### config.mk
export PLATFORM = sky130hd
export DESIGN_NAME = sfmb_cell
export DESIGN_NICKNAME = d
export VERILOG_FILES = /design/src/rtl/sfmb_pkg.sv /design/src/rtl/sfmb_cell.sv
export SDC_FILE = /design/constraint.sdc
export NUM_CORES = 1
export LEC_CHECK = 0
export BUFFER_PORTS_ARGS = -buffer_cell sky130_fd_sc_hd__buf_2
export CORE_UTILIZATION = 55
export CTS_BUF_LIST = sky130_fd_sc_hd__clkbuf_4 sky130_fd_sc_hd__clkbuf_8
export DETAILED_ROUTE_END_ITERATION = 16
export PLACE_DENSITY = 0.76
export SETUP_SLACK_MARGIN = 0.3
export SYNTH_ARGS = -nofsm -noshare
export SYNTH_HDL_FRONTEND = slang
export SYNTH_SLANG_ARGS = --single-unit
export TNS_END_PERCENT = 10
### constraint.sdc
create_clock -name aclk -period 7.5 [get_ports aclk]
set_input_delay 0.75 -clock aclk [delete_from_list [all_inputs] [get_ports aclk]]
set_output_delay 0.75 -clock aclk [all_outputs]
set_load 0.01 [all_outputs]
### src/rtl/sfmb_pkg.sv
// sfmb_pkg: shared widths, register indexes and types for the mirrored symmetric fir
// used by the sequencer, the mac cells, the output stage and the top level
`default_nettype none

package sfmb_pkg;

    localparam int MAX_TAPS_DEF = 6;
    localparam int SAMPLE_W     = 16;
    localparam int PRE_W        = SAMPLE_W + 1;
    localparam int COEF_W       = 18;
    localparam int PROD_W       = COEF_W + PRE_W;
    localparam int ACC_W        = PROD_W + 3;
    localparam int FRAC_W       = 16;
    localparam int OUT_W        = 24;
    localparam int POS_W        = 16;
    localparam int TAPS_W       = 3;
    localparam int CFG_IDX_W    = 3;
    localparam int CFG_DATA_W   = COEF_W;

    localparam logic [CFG_IDX_W-1:0] REG_ODD_MODE  = 3'd0;
    localparam logic [CFG_IDX_W-1:0] REG_TAP_COUNT = 3'd1;
    localparam logic [CFG_IDX_W-1:0] REG_COEF_0    = 3'd2;

    localparam logic signed [COEF_W-1:0] COEF_0_RESET = 18'sh10000;

    typedef logic signed [SAMPLE_W-1:0] sample_t;
    typedef logic signed [PRE_W-1:0]    pre_t;
    typedef logic signed [COEF_W-1:0]   coef_t;
    typedef logic signed [ACC_W-1:0]    acc_t;
    typedef logic signed [OUT_W-1:0]    out_t;

    // control that travels with each result down the cell row
    typedef struct packed {
        logic valid;
        logic last;
        logic short_err;
    } ctl_t;

endpackage

`default_nettype wire

### src/rtl/sfmb_cell.sv
// sfmb_cell: one tap of the filter row, multiplies its operand by its coefficient
// and adds to the running sum from the previous cell; depends on sfmb_pkg
`default_nettype none

module sfmb_cell #(
    parameter int MAX_TAPS = sfmb_pkg::MAX_TAPS_DEF,
    parameter int TAP_IDX  = 0
) (
    input  wire logic               aclk,
    input  wire logic               aresetn,
    input  wire logic               en,
    input  wire sfmb_pkg::coef_t    coef,
    input  wire sfmb_pkg::acc_t     acc_in,
    input  wire sfmb_pkg::pre_t     pre_in [MAX_TAPS],
    input  wire sfmb_pkg::ctl_t     ctl_in,
    output sfmb_pkg::acc_t          acc_out,
    output sfmb_pkg::pre_t          pre_out [MAX_TAPS],
    output sfmb_pkg::ctl_t          ctl_out
);
    import sfmb_pkg::*;

    logic signed [PROD_W-1:0] prod;
    acc_t                     acc_reg;
    acc_t                     acc_next;
    pre_t                     pre_reg [MAX_TAPS];
    ctl_t                     ctl_reg;

    assign prod     = coef * pre_in[TAP_IDX];
    assign acc_next = acc_in + ACC_W'(prod);

    always_ff @(posedge aclk) begin
        if (!aresetn) begin
            ctl_reg <= '0;
        end else if (en) begin
            ctl_reg <= ctl_in;
        end
    end

    always_ff @(posedge aclk) begin
        if (en) begin
            acc_reg <= acc_next;
            for (int i = 0; i < MAX_TAPS; i++) begin
                pre_reg[i] <= pre_in[i];
            end
        end
    end

    assign acc_out = acc_reg;
    assign pre_out = pre_reg;
    assign ctl_out = ctl_reg;

endmodule

`default_nettype wire

==> impl_metrics.json <==
{
  "clk_path_buf_depth": 2,
  "drc": 0,
  "ys_ff_latch": 143,
  "syn2layout_area_growth_pct": 13.4,
  "worstSkewPairLatency_ps": 460,
  "n_antenna_cell": 0,
  "wl_per_cell_um": 17.7,
  "netlist_area_um2": 17900,
  "cts_tree": "yes",
  "first_pass_iters": 5,
  "yosys.area_share.simple_pct": 10.2,
  "pin_count": 307,
  "ys_warn_count": 0,
  "synthXorXnorAreaFrac_pct": 2.05,
  "syn_area_per_cell_um2": 10.9,
  "worstPathMaxFanout": 17,
  "synth_fa_ha_area_share_pct": 49.6,
  "tightestPinTransition_ps": 937,
  "first_iter_violations": 671,
  "place_congestion": 0.948,
  "ys_async_sr_fraction_pct": 0,
  "synth_compound_area_share_pct": 3.64,
  "synth_edf_count": 140,
  "track_usage_pct": 27.1,
  "grt_pass1_wl_um": 68200,
  "hold_viol": 0,
  "dpl-instance-area_um2": 19900,
  "final_area_um2": 20300,
  "crit_slowest_cell": "fa_1",
  "slew_headroom_pct": 37.5,
  "clock_sinks": 143,
  "critPathKind": "input pin to register",
  "fillers": 2515,
  "crit_path_end_kind": "register",
  "drive_above_1_share_pct": 19.0,
  "synth_flop_cell": "edfxtp_1",
  "chipWidth_um": 183,
  "clockRootBuffer": "clkbuf_8",
  "synthDistinctLibCells": 53,
  "fin_ws_ps": 943,
  "ant_nets": 0,
  "via_count": 12200,
  "floorplan.initialDensity_pct": 56.4,
  "cap_viol_max_count": 0,
  "muxShareOfSynthArea_pct": 0.167,
  "final_cell_mix": "462 x inv_1, 376 x fa_1, 305 x buf_2",
  "start_kind": "input pin",
  "numCtsBuffers": 17,
  "dieArea_um2": 33400,
  "synth_fp_nets": 2289,
  "hpwl_um": 35100,
  "cp.arrival_ps": 6790,
  "ctsHoldBuffers": 0,
  "skew_ps": 0,
  "final_common_cell": "inv_1",
  "wirelength_um": 42100,
  "fp-row-count": 65,
  "via_per_inst": 5.10,
  "max_freq_ghz": 0.153,
  "grt_max_degree": 76,
  "synth_top_family_by_area": "adder cells",
  "hp-class": "input pin to register",
  "seqCellArea_um2": 4260,
  "fin_crit_ps": 6560,
  "clk_pin_slew_ps": 100,
  "rsz0062_at_grt": "no",
  "slew_violations": 0,
  "status": "completed",
  "fin_nets": 2584,
  "grt_overflow": 0,
  "htreeDepth": 4,
  "grt_pass1_vias": 13400,
  "multi_input_area_um2": 11800,
  "design.core.area_um2": 31800,
  "synth_cells": 1639,
  "cts_resized": 0,
  "setup_violations": 0,
  "cts_setup_buffers": 0,
  "cp_data_required_time_ps": 7730,
  "crit_path_max_incr_delay_ps": 540,
  "pre_cts_slack_ps": 535,
  "cp_cell_sequence": "buf_2 > nand2_1 > inv_1 > buf_4 > fa_1 > inv_1 > fa_1 > inv_1 > ha_1 > fa_1 > fa_1 > inv_1 > fa_1 > inv_1 > ha_1 > and3_1 > nor2b_1 > a21oi_1 > nand2_1 > a311oi_2 > o31ai_2 > a21oi_2 > xnor2_1",
  "ys_seq_area_share_pct": 23.8,
  "die_y_um": 183,
  "antenna_found_initial": 0,
  "tns_ps": 0,
  "fin_crit_sh_pct": 87.4,
  "port_buffers": 306
}
-- cell usage after synthesis, types with 3 or more instances --
library cell  number  area share [%]
inv_1            462             9.7
fa_1             376              42
nand2_1          174             3.6
edfxtp_1         140              23
and2_1           132             4.6
ha_1             110             7.7
clkbuf_1          38            0.79
a21oi_1           36             1.0
xnor2_1           34             1.7
nor2_1            29            0.61
nand2b_1           9            0.31
xor2_1             8            0.39
nor2b_1            7            0.24
nand3_1            6            0.17
o21ai_0            6            0.17
o21ai_1            6            0.17
a21o_1             5            0.21
nor3_1             5            0.14
o211ai_1           4            0.17
o21bai_1           4            0.17
a21oi_2            3            0.15
dfxtp_1            3            0.33
mux2i_1            3            0.17
-- critical path: cells and delay by family --
kind / cells / cell delay (ps)
and+or+nand+nor: 4 / 950
xor gates and xnor gates: 1 / 70
buffers and inverters: 7 / 990
adders and majority gates: 7 / 3020
AOI/OAI and AO/OA: 4 / 1010
-- per-layer routing --
layer | wire (um) | part of all wire [%] | global-route usage [%]
met5 | 0 | 0 | 0
met4 | 1570 | 3.7 | 11.7
met3 | 2530 | 6.0 | 3.49
met2 | 22800 | 54 | 50.7
met1 | 15200 | 36 | 31.1
-- kinds of logic (layout without fill, tap and decap cells) --
kind of cell,Yosys count,count (layout)
AOI/OAI and AO/OA,89,89
xor gates and xnor gates,42,42
adders and majority gates,486,486
buffers and inverters,503,811
DFF,143,143
muxes,3,3
and+or+nand+nor,373,373
-- stage by stage --
stage               hold slack, ps  cells  util (%)
global placement               495   2350      62.7
CTS                            411   2382      64.0
floorplan                      538   1639         -
finish                         451   2382      64.0
global route                   413   2382      64.0
detailed placement             532   2350      62.7
-- path summary, 6_finish.rpt --
check / start / to / slack [ps] / cells past startpoint
setup reg to reg: ctl_out[1] / ctl_out[1] / 6870 / 2
setup / recovery: coef[17] / acc_out[36] / 940 / 23
hold / removal: pre_in[63] / pre_out[63] / 450 / 1
hold reg to reg: ctl_out[2] / ctl_out[2] / 550 / 2
-- flip-flops by register name, indices dropped and copies added (netlist names) --
name / count
pre_out: 102
acc_out: 38
ctl_out: 3
-- final cells by class --
type	count	area share, %
Sequential cell	143	21.0
Clock inverter	15	0.812
Clock buffer	17	1.15
Inverter	463	8.54
Multi-Input combinational cell	993	57.9
Tap cell	435	2.68
Timing Repair Buffer	316	7.93
Power is left out: the tool's default activity adds up to more than one toggle a clock period on the data nets, which glitch-free logic cannot reach.
