<file path="src/rtl/sfmb_pkg.sv">
// sfmb_pkg: shared widths, register indexes and types for the mirrored symmetric fir
// used by the sequencer, the mac cells, the output stage and the top level
`default_nettype none

package sfmb_pkg;

    localparam int MAX_TAPS_DEF = 6;
    localparam int SAMPLE_W     = 16;
    localparam int PRE_W        = SAMPLE_W + 1;
    localparam int COEF_W       = 18;
    localparam int PROD_W       = COEF_W + PRE_W;
    localparam int ACC_W        = PROD_W + 3;
    localparam int FRAC_W       = 16;
    localparam int OUT_W        = 24;
    localparam int POS_W        = 16;
    localparam int TAPS_W       = 3;
    localparam int CFG_IDX_W    = 3;
    localparam int CFG_DATA_W   = COEF_W;

    localparam logic [CFG_IDX_W-1:0] REG_ODD_MODE  = 3'd0;
    localparam logic [CFG_IDX_W-1:0] REG_TAP_COUNT = 3'd1;
    localparam logic [CFG_IDX_W-1:0] REG_COEF_0    = 3'd2;

    localparam logic signed [COEF_W-1:0] COEF_0_RESET = 18'sh10000;

    typedef logic signed [SAMPLE_W-1:0] sample_t;
    typedef logic signed [PRE_W-1:0]    pre_t;
    typedef logic signed [COEF_W-1:0]   coef_t;
    typedef logic signed [ACC_W-1:0]    acc_t;
    typedef logic signed [OUT_W-1:0]    out_t;

    // control that travels with each result down the cell row
    typedef struct packed {
        logic valid;
        logic last;
        logic short_err;
    } ctl_t;

endpackage

`default_nettype wire

</file>
<file path="src/rtl/sfmb_out.sv">
// sfmb_out: rounding, saturation and the output register of the result stream
// depends on sfmb_pkg; takes the sum from the last mac cell
`default_nettype none

module sfmb_out (
    input  wire logic                       aclk,
    input  wire logic                       aresetn,
    input  wire logic                       en,
    input  wire sfmb_pkg::acc_t             acc_in,
    input  wire sfmb_pkg::ctl_t             ctl_in,
    output logic                            m_valid,
    output sfmb_pkg::out_t                  m_value,
    output logic                            m_last,
    output logic                            m_short
);
    import sfmb_pkg::*;

    localparam int QW = ACC_W + 1 - FRAC_W;
    localparam logic signed [OUT_W:0] Q_MAX = (OUT_W+1)'((2 ** (OUT_W - 1)) - 1);
    localparam logic signed [OUT_W:0] Q_MIN = -(OUT_W+1)'(2 ** (OUT_W - 1));

    logic signed [ACC_W:0] rounded;
    logic signed [QW-1:0]  q;
    out_t                  sat;
    logic                  valid_reg;
    out_t                  value_reg;
    logic                  last_reg;
    logic                  short_reg;

    // add half an lsb, then floor
    assign rounded = (ACC_W+1)'(acc_in) + (ACC_W+1)'(2 ** (FRAC_W - 1));
    assign q       = rounded[ACC_W:FRAC_W];

    always_comb begin
        if (q > Q_MAX) begin
            sat = Q_MAX[OUT_W-1:0];
        end else if (q < Q_MIN) begin
            sat = Q_MIN[OUT_W-1:0];
        end else begin
            sat = out_t'(q);
        end
    end

    always_ff @(posedge aclk) begin
        if (!aresetn) begin
            valid_reg <= 1'b0;
        end else if (en) begin
            valid_reg <= ctl_in.valid;
        end
    end

    always_ff @(posedge aclk) begin
        if (en) begin
            value_reg <= sat;
            last_reg  <= ctl_in.last;
            short_reg <= ctl_in.short_err;
        end
    end

    assign m_valid = valid_reg;
    assign m_value = value_reg;
    assign m_last  = last_reg;
    assign m_short = short_reg;

endmodule

`default_nettype wire

</file>
<file path="config.mk">
export PLATFORM = sky130hd
export DESIGN_NAME = sfmb_out
export DESIGN_NICKNAME = d
export VERILOG_FILES = /design/src/rtl/sfmb_pkg.sv /design/src/rtl/sfmb_out.sv
export SDC_FILE = /design/constraint.sdc
export NUM_CORES = 1
export LEC_CHECK = 0
export BUFFER_PORTS_ARGS = -buffer_cell sky130_fd_sc_hd__buf_2
export CAP_MARGIN = 10
export CORE_MARGIN = 2
export CORE_UTILIZATION = 44
export CTS_CLUSTER_SIZE = 40
export DETAILED_ROUTE_END_ITERATION = 8
export PLACE_DENSITY = 0.81
export SLEW_MARGIN = 40
export SYNTH_ARGS = -nofsm -noshare
export SYNTH_HDL_FRONTEND = slang
export SYNTH_SLANG_ARGS = --single-unit
</file>
<file path="constraint.sdc">
create_clock -name aclk -period 2.97 [get_ports aclk]
set_input_delay 0.891 -clock aclk [delete_from_list [all_inputs] [get_ports aclk]]
set_output_delay 0.891 -clock aclk [all_outputs]
set_load 0.005 [all_outputs]
</file>
==> key figures, run 1 <==
Critical path
  • Type of origin of the critical path: primary input
  • Critical path class: in2reg
  • FF-to-FF path depth: 2
  • Worst EP required: around 3.2 ns
  • Worst setup EP type: flip-flop
  • CP arrival: 2.20 ns
  • CP Max Fanout: 4

CTS
  • PostCTS Resize Cnt: 0
  • Post-CTS Hold Buffers: 0
  • Clock Latency Late Sink: 0.33 ns
  • Clock Tree Root: clkbuf_4
  • Clock transition at the registers of the reported paths: 0.15 ns
  • Total clock sinks: 27
  • CTS buffer count: 3
  • Post-CTS setup buffers: 0
  • CTS tree: done
  • Htree depth: 1
  • CTS Buffer Depth: 2

Place
  • Inst Count DP: 178
  • Worst slack, placed: about 0.6 ns
  • Gpl congestion: 0.7254
  • Buffers on Ports: between 50 and 60
  • Dpl hpwl: between 1.5 and 2 mm
  • Placed Area: about 1600 um^2

Synth
  • Synth unique cells: 22
  • Flops & latches, synth: 27
  • Syn_area_per_cell: between 10 and 15 um^2
  • Warnings from Yosys: 0
  • Sequential area share after synthesis: 0.6356
  • Mapped Area: 1260 um^2
  • Mapped Nets: 137
  • Yosys top cell area share: 0.6197
  • Cells after Synth: a little over 90
  • Largest area contributor in the netlist: edfxtp_1
  • Leading post-synthesis cells by cell area: edfxtp_1 62%, xnor2_1 9.7%, xor2_1 4.9%

STA
  • RSZ-0062 raised after global routing: false
  • Setup violators final: 0
  • Fin Clk Skew: 0 ns
  • Worst slew pin tran: between 0.6 and 0.7 ns
  • Fmax: 496.6 MHz
  • Total negative slack: 0 ns
  • Period minus WS final: 2.014 ns
  • Max-slew headroom: 0.5899
  • Final Hold Viols: 0
  • Slew Viols, Final: 0
  • Final worst setup slack: 0.9565 ns
  • Final period util: 0.6780

Power
  • Leakage: 0.6546 nW
  • Peak supply drop: about 360 uV
  • PwrDens: 448.1 nW/um^2

Cells and area
  • Commonest cells after routing, fill and taps aside: 55 x buf_2, 26 x edfxtp_1, 14 x xnor2_1
  • Non-Filler Instances: about 180
  • Final Cell Area: 1605 um^2
  • Share of layout cells above drive strength 1: 0.4305
  • # diodes: 0
  • Most common cell after layout, fill and taps aside: buf_2
  • Fin nets: ~200
  • Layout area overhead: 27.41%

Worst hold path
  • Hold/Removal Path Class: reg2reg
  • Hold path depth: 2

Global routing
  • Initial antenna violation count: 0
  • Largest net degree at the start of global routing: 28
  • Grt total ovfl: 0
  • First-pass GRT wire length: 3.829 mm
  • Vias in the first global route: 873
  • Gr usage total: 0.1509

Run
  • Max-cap viol count: 0

Routing
  • Remaining DRCs: 0
  • Final WL: roughly 2.5 mm
  • Via density: 5.242
  • 1st-iter DRT viols: 21
  • Post-DRT Antenna Nets: 0
  • Via count: 954
  • DRT Pass-1 Iters: 4
  • Wire length per cell: 13.81 um

Floorplan
  • Initial Utilization: 0.4609
  • Row count: 19
  • CORE AREA: 2734 um^2
  • Top-level port count: 71
  • Chip Width: 57.51 um
  • Height of the die: 57.51 um
  • Die Area: 3307 um^2

Status
  • Status: complete, no violations
through the flow:
stage | total power [mW] | hold WS, ns | utilization
5_1_grt | 0.7499 | 0.5868 | 0.5872
6_report | 0.7194 | 0.5336 | 0.5872
2_1_floorplan | 0.4964 | 0.5073 | -
3_3_place_gp | 0.5627 | 0.4897 | 0.5771
4_1_cts | 0.7195 | 0.5401 | 0.5872
3_5_place_dp | 0.5683 | 0.5055 | 0.5771
path summary, 6_finish.rpt:
kind                        start  slack, ns                         to
max reg2reg  m_valid$_SDFFE_PN0P_       2.37       m_valid$_SDFFE_PN0P_
min reg2reg  m_valid$_SDFFE_PN0P_       0.53       m_valid$_SDFFE_PN0P_
max                    acc_in[26]       0.96  m_value[16]$_SDFFCE_PN1P_
min          m_valid$_SDFFE_PN0P_       0.53       m_valid$_SDFFE_PN0P_
registers in the layout, indices dropped and copies added, names as in the netlist:
signal and count:
m_value 24, m_last 1, m_short 1, m_valid 1
cells by family after synthesis:
logic type                 after synthesis  synth area share
AOI/OAI and AO/OA                        2           0.01191
and+or+nand+nor                         39            0.1857
adders and majority gates                1          0.009929
buffers and inverters                    1          0.002976
xor gates and xnor gates                21            0.1460
muxes                                    1          0.007945
DFF                                     27            0.6356
worst max-delay path, cell delays in order:
cell,delay [ns]
buf_2,0.13
nand4_1,0.17
nor4_1,0.60
and3_1,0.25
xor2_1,0.16
cells in the mapped netlist, drive strengths merged:
library cell,count
mux2i,1
nor3,1
a21boi,2
edfxtp,26
nor4,2
xnor2,14
clkbuf,1
nor2b,1
and3,3
nor2,5
nand3,10
ha,1
or4,1
dfxtp,1
and4,3
xor2,7
nand2,8
nand4,5
metal layers:
layer | vias up | global-route usage | share of wire
li1 | 463 | - | -
met1 | 454 | 0.1813 | 0.38
met2 | 32 | 0.2646 | 0.54
met3 | 5 | 0.02268 | 0.060
met4 | 0 | 0.06977 | 0.018
met5 | - | 0 | 0
power breakdown:
group          switching [mW]  leakage (nW)  internal, mW  total [mW]
sequential            0.00685         0.263         0.452       0.459
clock                   0.111        0.0177        0.0506       0.162
combinational          0.0517         0.374        0.0472      0.0989
total                   0.170         0.655         0.550       0.719
cell type report:
cell class	instances	area (um^2)
Clock buffer	3	22.52
Timing Repair Buffer	56	282.8
Multi-Input combinational cell	64	455.4
Fill cell	225	1129
Tap cell	31	38.79
Clock inverter	1	5.005
Sequential cell	27	800.8
(Power assumes the default switching activity.)
==> inputs of run 2 (changes only) <==
Settings changed: CORE_UTILIZATION 44 to 39, PLACE_DENSITY 0.81 to 0.76.
Clock period 2.97 ns to 1.8 ns, I/O delays scaled along.
==> run 2 against run 1 <==
Effect of this change:
- design area grew 9.0%
- core utilization decreased by 1.4 points
- final cell count rose by 15%
- total power up 68%
- critical path type unchanged
- critical path depth stayed put
- clock-buffer cell count unchanged
- flip-flop and latch count is the same
==> key figures, run 2 (synthesized netlist as in run 1, its figures left out) <==
Critical path
  • Critical path class: in2reg
  • Crit path max-delay family: simple AND/OR/NAND/NOR gates
  • R2r endpoint: m_valid$_SDFFE_PN0P_
  • Worst setup EP type: flip-flop
  • CP Max Fanout: 3
  • Critical Path, Cell by Cell: buf_2, nand4_1, or4_4, nor2_1, xor2_1
  • Crit path depth: 5
  • Crit path largest cell delay: 0.59 ns
  • FF-to-FF path depth: 2
  • CP arrival: 1.71 ns
  • CP Buf/Inv Count: 1
  • Slowest cell on crit path: or4_4
  • Worst EP required: 1.98 ns
  • Type of origin of the critical path: primary input
  • Reg2Reg Setup Slack: 1.21 ns
  • Worst R2R Start: m_valid$_SDFFE_PN0P_

STA
  • RSZ-0062 raised after global routing: false
  • Fin Clk Skew: 0 ns
  • Min Hold Slack: about 0.38 ns
  • Final Hold Viols: 0
  • Final period util: 0.8495
  • Worst slew pin tran: 0.3002 ns
  • Slew Viols, Final: 0
  • Fmax: 654.0 MHz
  • Setup violators final: 0
  • Period minus WS final: 1.529 ns
  • Max-slew headroom: 0.7991
  • Final worst setup slack: around 0.27 ns

Cells and area
  • Fin util: 0.5730
  • Storage cell area: 800.8 um^2
  • Commonest cells after routing, fill and taps aside: 55 x buf_2, 26 x edfxtp_1, 15 x buf_4
  • Max reg flops: 24
  • Final Cell Area: 1749 um^2
  • # diodes: 0
  • Most common cell after layout, fill and taps aside: buf_2
  • Fill cells: 279
  • Share of layout cells above drive strength 1: 0.4819
  • Fin nets: 212
  • Layout area overhead: 38.83%
  • Multi-input gate area: 455.4 um^2

Routing
  • Via count: between 1000 and 1500
  • DRT Pass-1 Iters: 4
  • Wire length per cell: 11.83 um
  • Via density: 4.790
  • Remaining DRCs: 0
  • Final WL: 2.484 mm
  • Post-DRT Antenna Nets: 0
  • 1st-iter DRT viols: 24

Global routing
  • Grt total ovfl: 0
  • Gr usage total: 0.1458
  • Initial antenna violation count: 0
  • First-pass GRT wire length: roughly 4.0 mm
  • Vias in the first global route: 989
  • Largest net degree at the start of global routing: 28

Place
  • Buffers on Ports: 55
  • Placed Area: about 1700 um^2
  • Dpl hpwl: 2.014 mm
  • Worst slack, placed: -0.08731 ns
  • Gpl congestion: 0.8372

Worst hold path
  • Hold Crit Endpoint: m_last$_DFFE_PP_
  • Min-delay src: ctl_in[1]
  • Hold path depth: 1
  • Hold/Removal Path Class: in2reg

Floorplan
  • CORE AREA: between 3000 and 4000 um^2
  • Initial Utilization: 0.4127
  • Chip Width: 60.84 um
  • Height of the die: 60.84 um
  • Top-level port count: slightly above 70
  • Die Area: around 3700 um^2
  • Row count: 20

Status
  • Status: complete, no violations

CTS
  • Post-CTS Hold Buffers: 0
  • Clock transition at the registers of the reported paths: 0.16 ns
  • CTS buffer count: 3
  • Total clock sinks: 27
  • Htree depth: 1
  • PostCTS Resize Cnt: 0
  • CTS Buffer Depth: 2
  • CTS tree: done
  • Clock Latency Late Sink: 0.31 ns
  • Post-CTS setup buffers: 0
  • Clock Tree Root: clkbuf_4

Power
  • Peak supply drop: 295.9 uV
  • Leakage: around 0.73 nW
  • Pwr Total: 1.208 mW
  • PwrDens: just under 700 nW/um^2

Run
  • Max-cap viol count: 0
==> run 2: cell count changes in the layout (fill, tap and decap cells not counted) <==
| cell | before | now |
|---|---|---|
| buf_12 | 0 | 1 |
| clkinv_2 | 1 | 0 |
| clkinvlp_4 | 0 | 1 |
| buf_4 | 1 | 15 |
==> run 2: power by group <==
part | internal [mW] | total [mW] | switching, mW
Sequential | 0.745 | 0.757 | 0.0123
Clock | 0.0848 | 0.261 | 0.177
Combinational | 0.0994 | 0.189 | 0.0896
Total | 0.929 | 1.21 | 0.279
==> run 2: worst max path at each step <==
stage / start / endpoint / slack (ns)
detailed placement: acc_in[27] / m_value[20]$_SDFFCE_PN1P_ / -0.09
global placement: acc_in[27] / m_value[20]$_SDFFCE_PN1P_ / -0.04
global route: acc_in[27] / m_value[16]$_SDFFCE_PN1P_ / 0.22
floorplan: acc_in[15] / m_value[17]$_SDFFCE_PN1P_ / 0.09
CTS: acc_in[27] / m_value[20]$_SDFFCE_PN1P_ / 0.27
finish: acc_in[27] / m_value[20]$_SDFFCE_PN1P_ / 0.27
==> run 2: cell type report <==
cell class / instances / area share
sequential: 27 / 0.4578
multi-input combinational: 64 / 0.2604
timing repair buffer: 71 / 0.2332
tap: 44 / 0.03147
clock buffer: 3 / 0.01288
clock inverter: 1 / 0.004292
==> run 2: through the flow <==
stage | cells | setup TNS (ns)
after floorplan | 92 | 0
after global routing | 210 | 0
after global placement | 206 | -0.03906
final | 210 | 0
after detailed placement | 206 | -0.1288
after CTS | 210 | 0
==> run 2: metal layers <==
metal | up-vias | GRT usage | routed length (um)
met5 | - | 0 | 0
met4 | 0 | 0.07143 | 55
met3 | 4 | 0.02345 | 170
met2 | 41 | 0.2688 | 1265
met1 | 471 | 0.1612 | 993
li1 | 490 | - | -
==> inputs of run 3 (changes only) <==
Settings changed: ABC_AREA set to 1, CORE_UTILIZATION 39 to 41, PLACE_DENSITY 0.76 to 0.77.
Clock period 1.8 ns to 1.3 ns, I/O delays scaled along.
==> run 3 against run 2 <==
Effect of this change:
- setup slack worse by 0.25 ns
- via count up 20%
- sequential share of layout area down 5.5 points
- final cell count up 30%
- synthesized cell count up 59%
- design area up 14%
- clock power up 38%
- flip-flop and latch count unchanged
- critical endpoint is now m_value[13]
==> key figures, run 3 <==
Status
  • Status: complete, no violations

Cells and area
  • Fin util: 0.5962
  • Fin nets: 273
  • Multi-input gate area: around 580 um^2
  • Share of layout cells above drive strength 1: 0.4009
  • # diodes: 0
  • Most common cell after layout, fill and taps aside: buf_2
  • Max reg flops: 24
  • Fill cells: 300
  • Commonest cells after routing, fill and taps aside: 55 x buf_2, 40 x nand2_1, 26 x edfxtp_1
  • Layout area overhead: 40.09%
  • Storage cell area: roughly 800 um^2

STA
  • Slew Viols, Final: 0
  • Final period util: 0.9815
  • Fin Clk Skew: 0 ns
  • RSZ-0062 raised after global routing: false
  • Setup violators final: 0
  • Fmax: 783.7 MHz
  • Final worst setup slack: 0.02405 ns
  • Worst slew pin tran: 0.2919 ns
  • Max-slew headroom: 0.8047
  • Final Hold Viols: 0
  • Period minus WS final: 1.276 ns

CTS
  • Clock Latency Late Sink: 0.33 ns
  • Clock transition at the registers of the reported paths: 0.15 ns
  • Post-CTS setup buffers: 0
  • Total clock sinks: 27
  • CTS Buffer Depth: 2
  • CTS tree: done
  • Post-CTS Hold Buffers: 0
  • Clock Tree Root: clkbuf_4
  • CTS buffer count: 3
  • Htree depth: 1

Synth
  • Leading post-synthesis cells by cell area: edfxtp_1 55%, nand2_1 11%, inv_1 4.8%
  • Yosys top cell area share: 0.5498
  • Warnings from Yosys: 0
  • Main synth FF type: edfxtp_1
  • Count leader, synth: nand2_1
  • Mapped Nets: 191
  • Synth unique cells: 18
  • Cells after Synth: ~150
  • Mapped Area: 1420 um^2
  • FFs w/ async S/R, synth: 0
  • Sequential area share after synthesis: 0.5639
  • Flops & latches, synth: 27
  • Number of synthesized flops with an enable pin: 26
  • Largest area contributor in the netlist: edfxtp_1
  • Syn_area_per_cell: between 9 and 10 um^2
  • Synth cell count leaders: 40 x nand2_1, 26 x edfxtp_1, 18 x inv_1, 18 x nor2_1, 7 x xor2_1

Critical path
  • Critical path class: reg2out
  • Type of origin of the critical path: flip-flop
  • Reg2Reg Setup Slack: roughly 0.66 ns
  • CP Buf/Inv Count: 1
  • Crit path largest cell delay: 0.42 ns
  • Worst EP required: approximately 0.9 ns
  • FF-to-FF path depth: 2
  • Worst setup EP type: output port
  • Slowest cell on crit path: edfxtp_1
  • Critical Path, Cell by Cell: buf_2
  • Crit path depth: 1
  • CP arrival: about 0.89 ns
  • Crit path max-delay family: flip-flops
  • CP Max Fanout: 1

Routing
  • Via density: 4.432
  • Post-DRT Antenna Nets: 0
  • DRT Pass-1 Iters: 7
  • Final WL: 2.930 mm
  • Wire length per cell: ~11 um
  • Via count: between 1000 and 1500
  • Remaining DRCs: 0
  • 1st-iter DRT viols: 36

Floorplan
  • Height of the die: approximately 63 um
  • Die Area: 3951 um^2
  • CORE AREA: 3337 um^2
  • Row count: 21
  • Initial Utilization: 0.4256
  • Chip Width: 62.86 um
  • Top-level port count: 71

Place
  • Worst slack, placed: -0.2394 ns
  • Gpl congestion: 0.8108
  • Dpl hpwl: between 2 and 2.5 mm
  • Buffers on Ports: 55

Run
  • Max-cap viol count: 0

Power
  • Leakage: 0.9045 nW
  • Peak supply drop: 318.6 uV
  • PwrDens: 860.8 nW/um^2

Global routing
  • Grt total ovfl: 0
  • Vias in the first global route: 1187
  • Largest net degree at the start of global routing: 29
  • Gr usage total: 0.1587
  • Initial antenna violation count: 0
  • First-pass GRT wire length: 4.905 mm

Worst hold path
  • Hold path depth: 1
  • Hold/Removal Path Class: in2reg
[run 3: cell types whose count changed after synthesis, moves of 3 or more]
cell	change
nor2_4	+4
nor2_1	+13
inv_1	+18
o21ai_0	+4
xnor2_1	-8
a21oi_1	+3
nand3_2	+3
nand3_1	-6
nand2_1	+32
[run 3: final cells by class]
class                   instances  area share
flip-flops and latches         27      0.4025
multi-input cells             100      0.2893
repair buffers                 78      0.2314
inverters                      18     0.03396
well taps                      46     0.02893
clock buffers                   3     0.01132
clock inverters                 1    0.002516
[run 3: kinds of logic (layout without fill, tap and decap cells)]
family / count (synthesis) / count (layout) / synth area share
simple gates: 77 / 77 / 0.2652
flops: 27 / 27 / 0.5639
buf+inv: 19 / 100 / 0.05021
xor+xnor: 13 / 13 / 0.08018
compound gates: 9 / 9 / 0.03172
fa+ha+maj: 1 / 1 / 0.008809
[run 3: layer usage]
metal / wire, um / up-vias / global-route usage
met4: 52 / 0 / 0.07500
met3: 125 / 4 / 0.01802
li1: - / 641 / -
met1: 1233 / 536 / 0.1735
met2: 1518 / 29 / 0.3024
met5: 0 / - / 0
[run 3: power by group]
| group | switching [mW] | internal (mW) |
|---|---|---|
| Clock | 0.246 | 0.115 |
| Combinational | 0.152 | 0.152 |
| Sequential | 0.0151 | 1.03 |
[run 3: metrics by stage]
| stage | setup TNS [ns] | hold slack (ns) | area, um^2 | std cells | power [mW] |
|---|---|---|---|---|---|
| 6_report | 0 | 0.2406 | 1989 | 273 | 1.713 |
| 5_1_grt | 0 | 0.2309 | 1989 | 273 | 1.784 |
| 4_1_cts | 0 | 0.2366 | 1982 | 273 | 1.724 |
| 3_5_place_dp | -2.733 | 0.5249 | 1954 | 269 | 1.372 |
| 3_3_place_gp | -2.379 | 0.5182 | 1954 | 269 | 1.365 |
| 2_1_floorplan | 0 | 0.4835 | 1440 | 146 | 1.164 |
[run 3: repair_timing]
| action | in CTS | in global routing |
|---|---|---|
| endpoints found under the setup margin | 0 | 1 |
| resized for setup | 0 | 1 |
| hold endpoints to repair | 0 | 0 |
[run 3: path summary, 6_finish.rpt]
path / start / to
setup / recovery: m_value[13]$_SDFFCE_PN1P_ / m_value[13]
hold / removal: ctl_in[1] / m_last$_DFFE_PP_
setup reg to reg: m_valid$_SDFFE_PN0P_ / m_valid$_SDFFE_PN0P_
hold reg to reg: m_valid$_SDFFE_PN0P_ / m_valid$_SDFFE_PN0P_
